<file path="config.mk">
export PLATFORM = sky130hd
export DESIGN_NAME = text_terminal_cursor_control
export DESIGN_NICKNAME = d
export VERILOG_FILES = /design/src/rtl/ttcc_pkg.sv /design/src/rtl/ttcc_step.sv /design/src/rtl/text_terminal_cursor_control.sv
export SDC_FILE = /design/constraint.sdc
export NUM_CORES = 1
export LEC_CHECK = 0
export ABC_CLOCK_PERIOD_IN_PS = 7800
export BUFFER_PORTS_ARGS = -buffer_cell sky130_fd_sc_hd__buf_2
export CAP_MARGIN = 20
export CELL_PAD_IN_SITES_DETAIL_PLACEMENT = 1
export CELL_PAD_IN_SITES_GLOBAL_PLACEMENT = 2
export CORE_MARGIN = 3
export CORE_UTILIZATION = 33
export DETAILED_ROUTE_END_ITERATION = 6
export GPL_ROUTABILITY_DRIVEN = 0
export GPL_TIMING_DRIVEN = 0
export PLACE_DENSITY_LB_ADDON = 0.25
export SYNTH_ARGS = -nofsm -noshare
export SYNTH_HDL_FRONTEND = slang
export SYNTH_SLANG_ARGS = --single-unit
</file>
<file path="constraint.sdc">
create_clock -name i_clk -period 7.8 [get_ports i_clk]
set_input_delay 1.56 -clock i_clk [delete_from_list [all_inputs] [get_ports i_clk]]
set_output_delay 1.56 -clock i_clk [all_outputs]
set_load 0.005 [all_outputs]
</file>
<file path="src/rtl/ttcc_pkg.sv">
`timescale 1ns / 1ps
// ----------------------------------------------------------------------------
// ttcc_pkg
// Types and constants shared by the text terminal cursor control block.
// ----------------------------------------------------------------------------
package ttcc_pkg;

    // Screen limits and tab spacing.
    localparam int MAX_COLS = 256;
    localparam int MAX_ROWS = 128;
    localparam int TAB_STOP = 8;
    localparam int COL_LIM  = (MAX_COLS < 256) ? MAX_COLS : 256;
    localparam int ROW_LIM  = (MAX_ROWS < 128) ? MAX_ROWS : 128;

    // Configuration register indexes.
    localparam logic [1:0] CFG_COLUMNS = 2'd0;
    localparam logic [1:0] CFG_ROWS    = 2'd1;
    localparam logic [1:0] CFG_FG      = 2'd2;
    localparam logic [1:0] CFG_BG      = 2'd3;

    localparam int CFG_DATA_W = 32;
    localparam int CFG_IDX_W  = 2;

    // Reset values of the screen size registers.
    localparam logic [8:0] COLS_RESET = 9'd80;
    localparam logic [7:0] ROWS_RESET = 8'd25;

    // Command codes of an input word.
    localparam logic [1:0] CMD_PUT   = 2'd0;
    localparam logic [1:0] CMD_SET   = 2'd1;
    localparam logic [1:0] CMD_CLEAR = 2'd2;

    // Operation codes of a result word.
    localparam logic [1:0] OP_DRAW   = 2'd0;
    localparam logic [1:0] OP_SCROLL = 2'd1;
    localparam logic [1:0] OP_CLEAR  = 2'd2;

    // Character codes with special handling.
    localparam logic [7:0] CH_LF     = 8'h0A;
    localparam logic [7:0] CH_CR     = 8'h0D;
    localparam logic [7:0] CH_BS     = 8'h08;
    localparam logic [7:0] CH_TAB    = 8'h09;
    localparam logic [7:0] CH_SPACE  = 8'h20;
    localparam logic [7:0] CH_QMARK  = 8'h3F;
    localparam logic [7:0] PRINT_LO  = 8'd32;
    localparam logic [7:0] PRINT_HI  = 8'd126;

    typedef struct packed {
        logic [1:0] command;
        logic [7:0] char_code;
        logic [7:0] set_col;
        logic [6:0] set_row;
    } t_in_word;

    typedef struct packed {
        logic [1:0] operation;
        logic [7:0] cell_col;
        logic [6:0] cell_row;
        logic [6:0] glyph_code;
        logic       last;
    } t_out_word;

    // Results of one input word: a first operation and an optional scroll.
    typedef struct packed {
        logic [1:0] first_op;
        logic [7:0] col;
        logic [6:0] row;
        logic [6:0] glyph;
        logic       has_scroll;
    } t_rec;

endpackage

</file>
<file path="src/rtl/ttcc_step.sv">
`timescale 1ns / 1ps
// ----------------------------------------------------------------------------
// ttcc_step
// Cursor update for one input word and the results that it produces.
// ----------------------------------------------------------------------------
module ttcc_step (
    input  ttcc_pkg::t_in_word i_word,
    input  logic [7:0]         i_cur_col,
    input  logic [6:0]         i_cur_row,
    input  logic [8:0]         i_cols,
    input  logic [7:0]         i_rows,
    output logic [7:0]         o_next_col,
    output logic [6:0]         o_next_row,
    output logic               o_rec_valid,
    output ttcc_pkg::t_rec     o_rec
);
    import ttcc_pkg::*;

    logic [8:0] x;
    logic [7:0] y;
    logic [8:0] x_draw;
    logic       draw;
    logic [7:0] glyph;
    logic       scroll;
    logic [8:0] last_col;
    logic [7:0] last_row;

    always_comb begin
        last_col    = i_cols - 9'd1;
        last_row    = i_rows - 8'd1;
        x           = {1'b0, i_cur_col};
        y           = {1'b0, i_cur_row};
        x_draw      = x;
        draw        = 1'b0;
        glyph       = CH_SPACE;
        scroll      = 1'b0;
        o_next_col  = i_cur_col;
        o_next_row  = i_cur_row;
        o_rec_valid = 1'b0;
        o_rec       = '0;

        case (i_word.command)
            CMD_SET: begin
                o_next_col = ({1'b0, i_word.set_col} > last_col) ? last_col[7:0]
                                                                  : i_word.set_col;
                o_next_row = ({1'b0, i_word.set_row} > last_row) ? last_row[6:0]
                                                                  : i_word.set_row;
            end
            CMD_CLEAR: begin
                o_next_col        = '0;
                o_next_row        = '0;
                o_rec_valid       = 1'b1;
                o_rec.first_op    = OP_CLEAR;
            end
            CMD_PUT: begin
                case (i_word.char_code)
                    CH_LF: begin
                        y = y + 8'd1;
                        x = '0;
                    end
                    CH_CR: begin
                        x = '0;
                    end
                    CH_BS: begin
                        if (x != '0) begin
                            x      = x - 9'd1;
                            x_draw = x;
                            draw   = (x < i_cols) && (y < i_rows);
                            glyph  = CH_SPACE;
                        end
                    end
                    CH_TAB: begin
                        x = 9'((x / 9'(TAB_STOP) + 9'd1) * 9'(TAB_STOP));
                    end
                    default: begin
                        x_draw = x;
                        draw   = (x < i_cols) && (y < i_rows);
                        glyph  = (i_word.char_code < PRINT_LO || i_word.char_code > PRINT_HI)
                                 ? CH_QMARK : i_word.char_code;
                        x      = x + 9'd1;
                    end
                endcase

                // Wrap past the right edge, then scroll off the bottom.
                if (x >= i_cols) begin
                    x = '0;
                    y = y + 8'd1;
                end
                if (y >= i_rows) begin
                    scroll = 1'b1;
                    y      = last_row;
                end

                o_next_col  = x[7:0];
                o_next_row  = y[6:0];
                o_rec_valid = draw || scroll;
                if (draw) begin
                    o_rec.first_op   = OP_DRAW;
                    o_rec.col        = x_draw[7:0];
                    o_rec.row        = i_cur_row;
                    o_rec.glyph      = glyph[6:0];
                    o_rec.has_scroll = scroll;
                end else begin
                    o_rec.first_op   = OP_SCROLL;
                end
            end
            default: begin
                // Undefined command: nothing changes.
                o_rec_valid = 1'b0;
            end
        endcase
    end

endmodule

</file>
<file path="src/rtl/text_terminal_cursor_control.sv">
`timescale 1ns / 1ps
// ----------------------------------------------------------------------------
// text_terminal_cursor_control
// Cursor logic of a character-cell text terminal: turns command words into
// draw, scroll and clear operations for a renderer.
// ----------------------------------------------------------------------------
// A command word is registered on acceptance and then worked out against the
// cursor, and its results are loaded into the output register once that
// register is free or hands out its last word. The block takes one word per
// cycle as long as each word gives at most one result and the output is not
// stalled; a put character that both draws and scrolls holds the output
// register for a second result word, since the output register hands out one
// result word per cycle while the receiver is ready. Words that give no result
// (set cursor, cursor moves) leave the output register empty. The colors are
// meant for the renderer and are not held in this block.
module text_terminal_cursor_control (
    input  logic                                i_clk,
    input  logic                                i_rst_n,
    input  logic                                i_cfg_we,
    input  logic [ttcc_pkg::CFG_IDX_W-1:0]      i_cfg_idx,
    input  logic [ttcc_pkg::CFG_DATA_W-1:0]     i_cfg_data,
    input  logic                                i_in_valid,
    output logic                                o_in_ready,
    input  ttcc_pkg::t_in_word                  i_in_word,
    output logic                                o_out_valid,
    input  logic                                i_out_ready,
    output ttcc_pkg::t_out_word                 o_out_word
);
    import ttcc_pkg::*;

    logic [8:0] r_cols;
    logic [7:0] r_rows;
    logic [7:0] r_cur_col;
    logic [6:0] r_cur_row;
    logic       r_a_valid;
    t_in_word   r_a;
    logic       r_b_valid;
    logic       r_b_phase;
    t_rec       r_b;

    logic [8:0] cfg_cols;
    logic [7:0] cfg_rows;
    logic [7:0] n_cur_col;
    logic [6:0] n_cur_row;
    logic       rec_valid;
    t_rec       rec;
    logic       b_pop;
    logic       b_done;
    logic       a_adv;

    ttcc_step u_step (
        .i_word      (r_a),
        .i_cur_col   (r_cur_col),
        .i_cur_row   (r_cur_row),
        .i_cols      (r_cols),
        .i_rows      (r_rows),
        .o_next_col  (n_cur_col),
        .o_next_row  (n_cur_row),
        .o_rec_valid (rec_valid),
        .o_rec       (rec)
    );

    // Screen sizes are held already clamped to their legal range.
    always_comb begin
        cfg_cols = i_cfg_data[8:0];
        if (cfg_cols == '0) begin
            cfg_cols = 9'd1;
        end else if (cfg_cols > 9'(COL_LIM)) begin
            cfg_cols = 9'(COL_LIM);
        end
        cfg_rows = i_cfg_data[7:0];
        if (cfg_rows == '0) begin
            cfg_rows = 8'd1;
        end else if (cfg_rows > 8'(ROW_LIM)) begin
            cfg_rows = 8'(ROW_LIM);
        end
    end

    always_ff @(posedge i_clk) begin
        if (!i_rst_n) begin
            r_cols <= COLS_RESET;
            r_rows <= ROWS_RESET;
        end else if (i_cfg_we) begin
            case (i_cfg_idx)
                CFG_COLUMNS: r_cols <= cfg_cols;
                CFG_ROWS:    r_rows <= cfg_rows;
                default: begin
                end
            endcase
        end
    end

    // The output register finishes a record on its last word.
    assign b_pop      = r_b_valid && i_out_ready;
    assign b_done     = b_pop && (r_b_phase || !r_b.has_scroll);
    assign a_adv      = r_a_valid && (!r_b_valid || b_done);
    assign o_in_ready = !r_a_valid || a_adv;

    always_ff @(posedge i_clk) begin
        if (!i_rst_n) begin
            r_a_valid <= 1'b0;
            r_b_valid <= 1'b0;
            r_b_phase <= 1'b0;
            r_cur_col <= '0;
            r_cur_row <= '0;
        end else begin
            if (o_in_ready) begin
                r_a_valid <= i_in_valid;
            end
            if (a_adv) begin
                r_cur_col <= n_cur_col;
                r_cur_row <= n_cur_row;
            end
            if (a_adv) begin
                r_b_valid <= rec_valid;
                r_b_phase <= 1'b0;
            end else if (b_done) begin
                r_b_valid <= 1'b0;
                r_b_phase <= 1'b0;
            end else if (b_pop) begin
                r_b_phase <= 1'b1;
            end
        end
    end

    always_ff @(posedge i_clk) begin
        if (o_in_ready && i_in_valid) begin
            r_a <= i_in_word;
        end
        if (a_adv) begin
            r_b <= rec;
        end
    end

    always_comb begin
        o_out_valid = r_b_valid;
        if (r_b_phase) begin
            o_out_word.operation  = OP_SCROLL;
            o_out_word.cell_col   = '0;
            o_out_word.cell_row   = '0;
            o_out_word.glyph_code = '0;
            o_out_word.last       = 1'b1;
        end else begin
            o_out_word.operation  = r_b.first_op;
            o_out_word.cell_col   = r_b.col;
            o_out_word.cell_row   = r_b.row;
            o_out_word.glyph_code = r_b.glyph;
            o_out_word.last       = !r_b.has_scroll;
        end
    end

endmodule

</file>
==> metrics.md <==
| Metric | Value |
|---|---|
| Max_cap viols | `0` |
| Outcome | `finished, final reports clean` |
| Peak fanout along the critical path | `10` |
| Most frequent cells after synthesis | `62 x ha_1, 50 x edfxtp_1, 44 x a21oi_1, 44 x inv_1, 38 x nor2_1` |
| Fin. max-slew vios | `0` |
| Post-Syn Nets | `roughly 800` |
| GRT Total Usage | `0.1835` |
| Yosys top cell by area | `edfxtp_1` |
| Syn Area/Cell | `9.283 um2` |
| Pin count of the biggest net entering global routing | `18` |
| Area delta synth->final | `15.32%` |
| Most common cell on crit path | `ha_1` |
| Core Area | `around 18000 um2` |
| Vias in the first global route | `around 5600` |
| F_max | `approximately 150 MHz` |
| CP Capture Type | `flop` |
| Post-CTS setup buffer count | `0` |
| Largest family of logic cells by synthesized area | `simple AND/OR/NAND/NOR gates` |
| Via count | `around 5400` |
| Min-delay worst type | `reg2reg` |
| Final setup fails | `0` |
| Least-Margin Pin Slew | `~0.83 ns` |
| Number of distinct library cells after synthesis | `slightly above 80` |
| Synth Flop Type | `edfxtp_1` |
| Min cycle time layout | `~6.8 ns` |
| Site Rows | `~50` |
| Inserted Diodes | `0` |
| Post-Synth XOR/XNOR Area | `0.04767` |
| CP Launch Type | `flop` |
| CTS Sinks | `between 80 and 90` |
| Clk_lat worst skew | `0.35 ns` |
| Crit path max-delay cell type | `a211oi_4` |
| CTS resizes | `0` |
| RSZ-0062 raised after global routing | `false` |
| Ys Warns | `0` |
| Final WS setup | `approximately 1.0 ns` |
| Mapped Area | `~6200 um2` |
| Place WS | `0.9679 ns` |
| Number of I/O pins | `91` |
| Worst Skew | `0.01134 ns` |
| Cell Chain, Critical Path | `clkbuf_1 -> inv_1 -> ha_1 -> or3b_1 -> nor4b_4 -> nor2_1 -> a221oi_1 -> a21oi_1 -> ha_1 -> a211oi_1 -> o221ai_1 -> a211oi_4 -> a211oi_1 -> xnor2_1 -> ha_1 -> a21o_1 -> a2111oi_0 -> o21ai_0 -> and2_1 -> nor2_1 -> nand2_1 -> a221oi_2` |
| Util after Layout | `0.3943` |
| Simple-gate share of the synthesized area | `0.2133` |
| Post-DRT Antenna Nets | `0` |
| Area after DPL | `~6900 um2` |
| Initial antenna violation count | `0` |
| Post-synthesis compound-gate area fraction | `0.1732` |
| Crit-path max cell delay | `between 0.5 and 0.6 ns` |
| Final #Nets | `877` |
| EDFF count, synth | `50` |
| Most frequent cell after synthesis | `ha_1` |
| Final setup TNS | `0 ns` |
| Fin crit share | `0.8714` |
| Leak pwr | `2.852 nW` |
| WP data required | `between 8 and 9 ns` |
| Top cells by area, synth | `edfxtp_1 24%, ha_1 12%, dfxtp_1 11%` |
| Final Hold Viols | `0` |
| Die footprint | `a little over 20000 um2` |
| Critical Path AT | `7.05 ns` |
| Cts-stage hold buffer count | `0` |
| DR WL/cell | `roughly 19 um` |
| Port buffer count | `65` |
| Synthesized instance count | `between 600 and 700` |
| Clock Root Buffer | `clkbuf_16` |
| CTS tree | `yes` |
| Ys async rst share | `0` |
| Initial Util | `0.3419` |
| Pwr dens | `approximately 170 nW/um2` |
| First-pass GRT wire length | `between 20000 and 30000 um` |
| H-tree depth | `3` |
| Reg clk slew, reported paths | `0.07 ns` |
| Hpwl dp | `~15000 um` |
| Crit path kind | `reg2reg` |
| Peak VDD IR | `a little over 0.1 mV` |
| Post-synth top area share | `0.2403` |
| Total clock buffers created by CTS | `9` |
| Synthesized flop and latch total | `between 80 and 90` |
| Via-to-Cell Ratio | `between 5 and 6` |
| Multiplexer share of the synthesized area | `0.03625` |
| Synth Area in Adders | `0.1242` |
| Routed WL | `18670 um` |
| Post-synthesis sequential area ratio | `0.3525` |
| 1st-iter DRT viols | `around 250` |
| Post-route DRC violation count | `0` |
| TritonRoute pass-1 iters | `6` |
| Fraction of layout cells with a size suffix above 1 | `0.1508` |
| Final instance area | `between 7000 and 8000 um2` |
| Die height | `between 100 and 150 um` |
| Chip Width | `about 140 um` |
| Max Buffers Root-to-Sink | `2` |
| Total grt overflow | `0` |
| Relative slew slack | `0.4463` |
[registers in the layout (all words and copies together), names as in the netlist]
name	cells
r_a	25
r_a_valid	1
r_cols	9
o_out_valid	1
r_b_phase	1
r_cur_col	8
r_b	25
r_rows	8
r_cur_row	7
[power by group]
group          switching, mW  internal (mW)
combinational          0.160          0.114
sequential            0.0230          0.500
clock                  0.186          0.252
[through the flow]
step	std cells	total power [mW]	hold slack (ns)
CTS	985	1.252	0.5370
global placement	967	0.7935	0.5098
finish	985	1.235	0.5383
detailed placement	969	0.8077	0.5259
floorplan	673	0.7142	0.4570
global route	985	1.304	0.5670
[critical path: cells and delay by family (launching register included)]
family,cells,cell delay [ns]
adder cells (fa/ha/maj),3,0.91
XOR/XNOR,1,0.35
flip-flops,1,0.33
AND/OR/NAND/NOR,6,2.06
buffers and inverters,2,0.36
AO/OA/AOI/OAI,10,2.66
[layout by cell type, fill, tap and decap left out, types with 9 or more instances in the layout]
cell type  synthesis  final
buf_2              4     69
ha_1              62     62
edfxtp_1          50     50
inv_1             44     44
a21oi_1           44     44
nor2_1            38     38
dfxtp_1           35     35
nand2_1           32     32
o21ai_0           32     32
nor2b_1           31     30
clkbuf_1          25     26
xnor2_1           26     26
nor3_1            26     26
nand3_1           18     18
mux2i_1           17     17
and2_1            13     13
a221oi_1          10     10
nand2b_1           9      9
nand4_1            9      9
clkbuf_16          0      9
[cells by family (layout without fill, tap and decap cells)]
| family | Yosys count | after routing |
|---|---|---|
| compound gates | 160 | 160 |
| mux | 22 | 22 |
| xor+xnor | 34 | 34 |
| simple gates | 231 | 231 |
| fa+ha+maj | 62 | 62 |
| flops | 85 | 85 |
| buf+inv | 79 | 162 |
[final cells by class]
cell class / instances / area, um2
Multi-Input combinational cell: 509 / 3717
Sequential cell: 85 / 2202
Fill cell: 2150 / 11070
Timing Repair Buffer: 67 / 367.9
Tap cell: 229 / 286.5
Inverter: 45 / 168.9
Clock buffer: 10 / 229.0
Buffer: 34 / 161.4
Clock inverter: 6 / 71.32
[per-layer routing]
layer,vias to the layer above,part of all wire,track usage
met5,-,0,0
met4,0,0.013,0.04410
met3,14,0.035,0.03261
met2,92,0.46,0.3035
met1,2616,0.49,0.2504
li1,2645,-,-
[worst paths after layout]
check,startpoint,endpoint,slack (ns),cells after the start
worst max-delay path,r_cur_col[0]$_SDFFE_PN0P_,r_cur_row[6]$_SDFFE_PN0P_,1.00,22
worst min-delay path,r_cols[2]$_SDFFE_PN0P_,r_cols[2]$_SDFFE_PN0P_,0.54,2
worst max register to register,r_cur_col[0]$_SDFFE_PN0P_,r_cur_row[6]$_SDFFE_PN0P_,1.00,22
worst min register to register,r_cols[2]$_SDFFE_PN0P_,r_cols[2]$_SDFFE_PN0P_,0.54,2
Note: power is estimated with default switching activity, not from simulation.
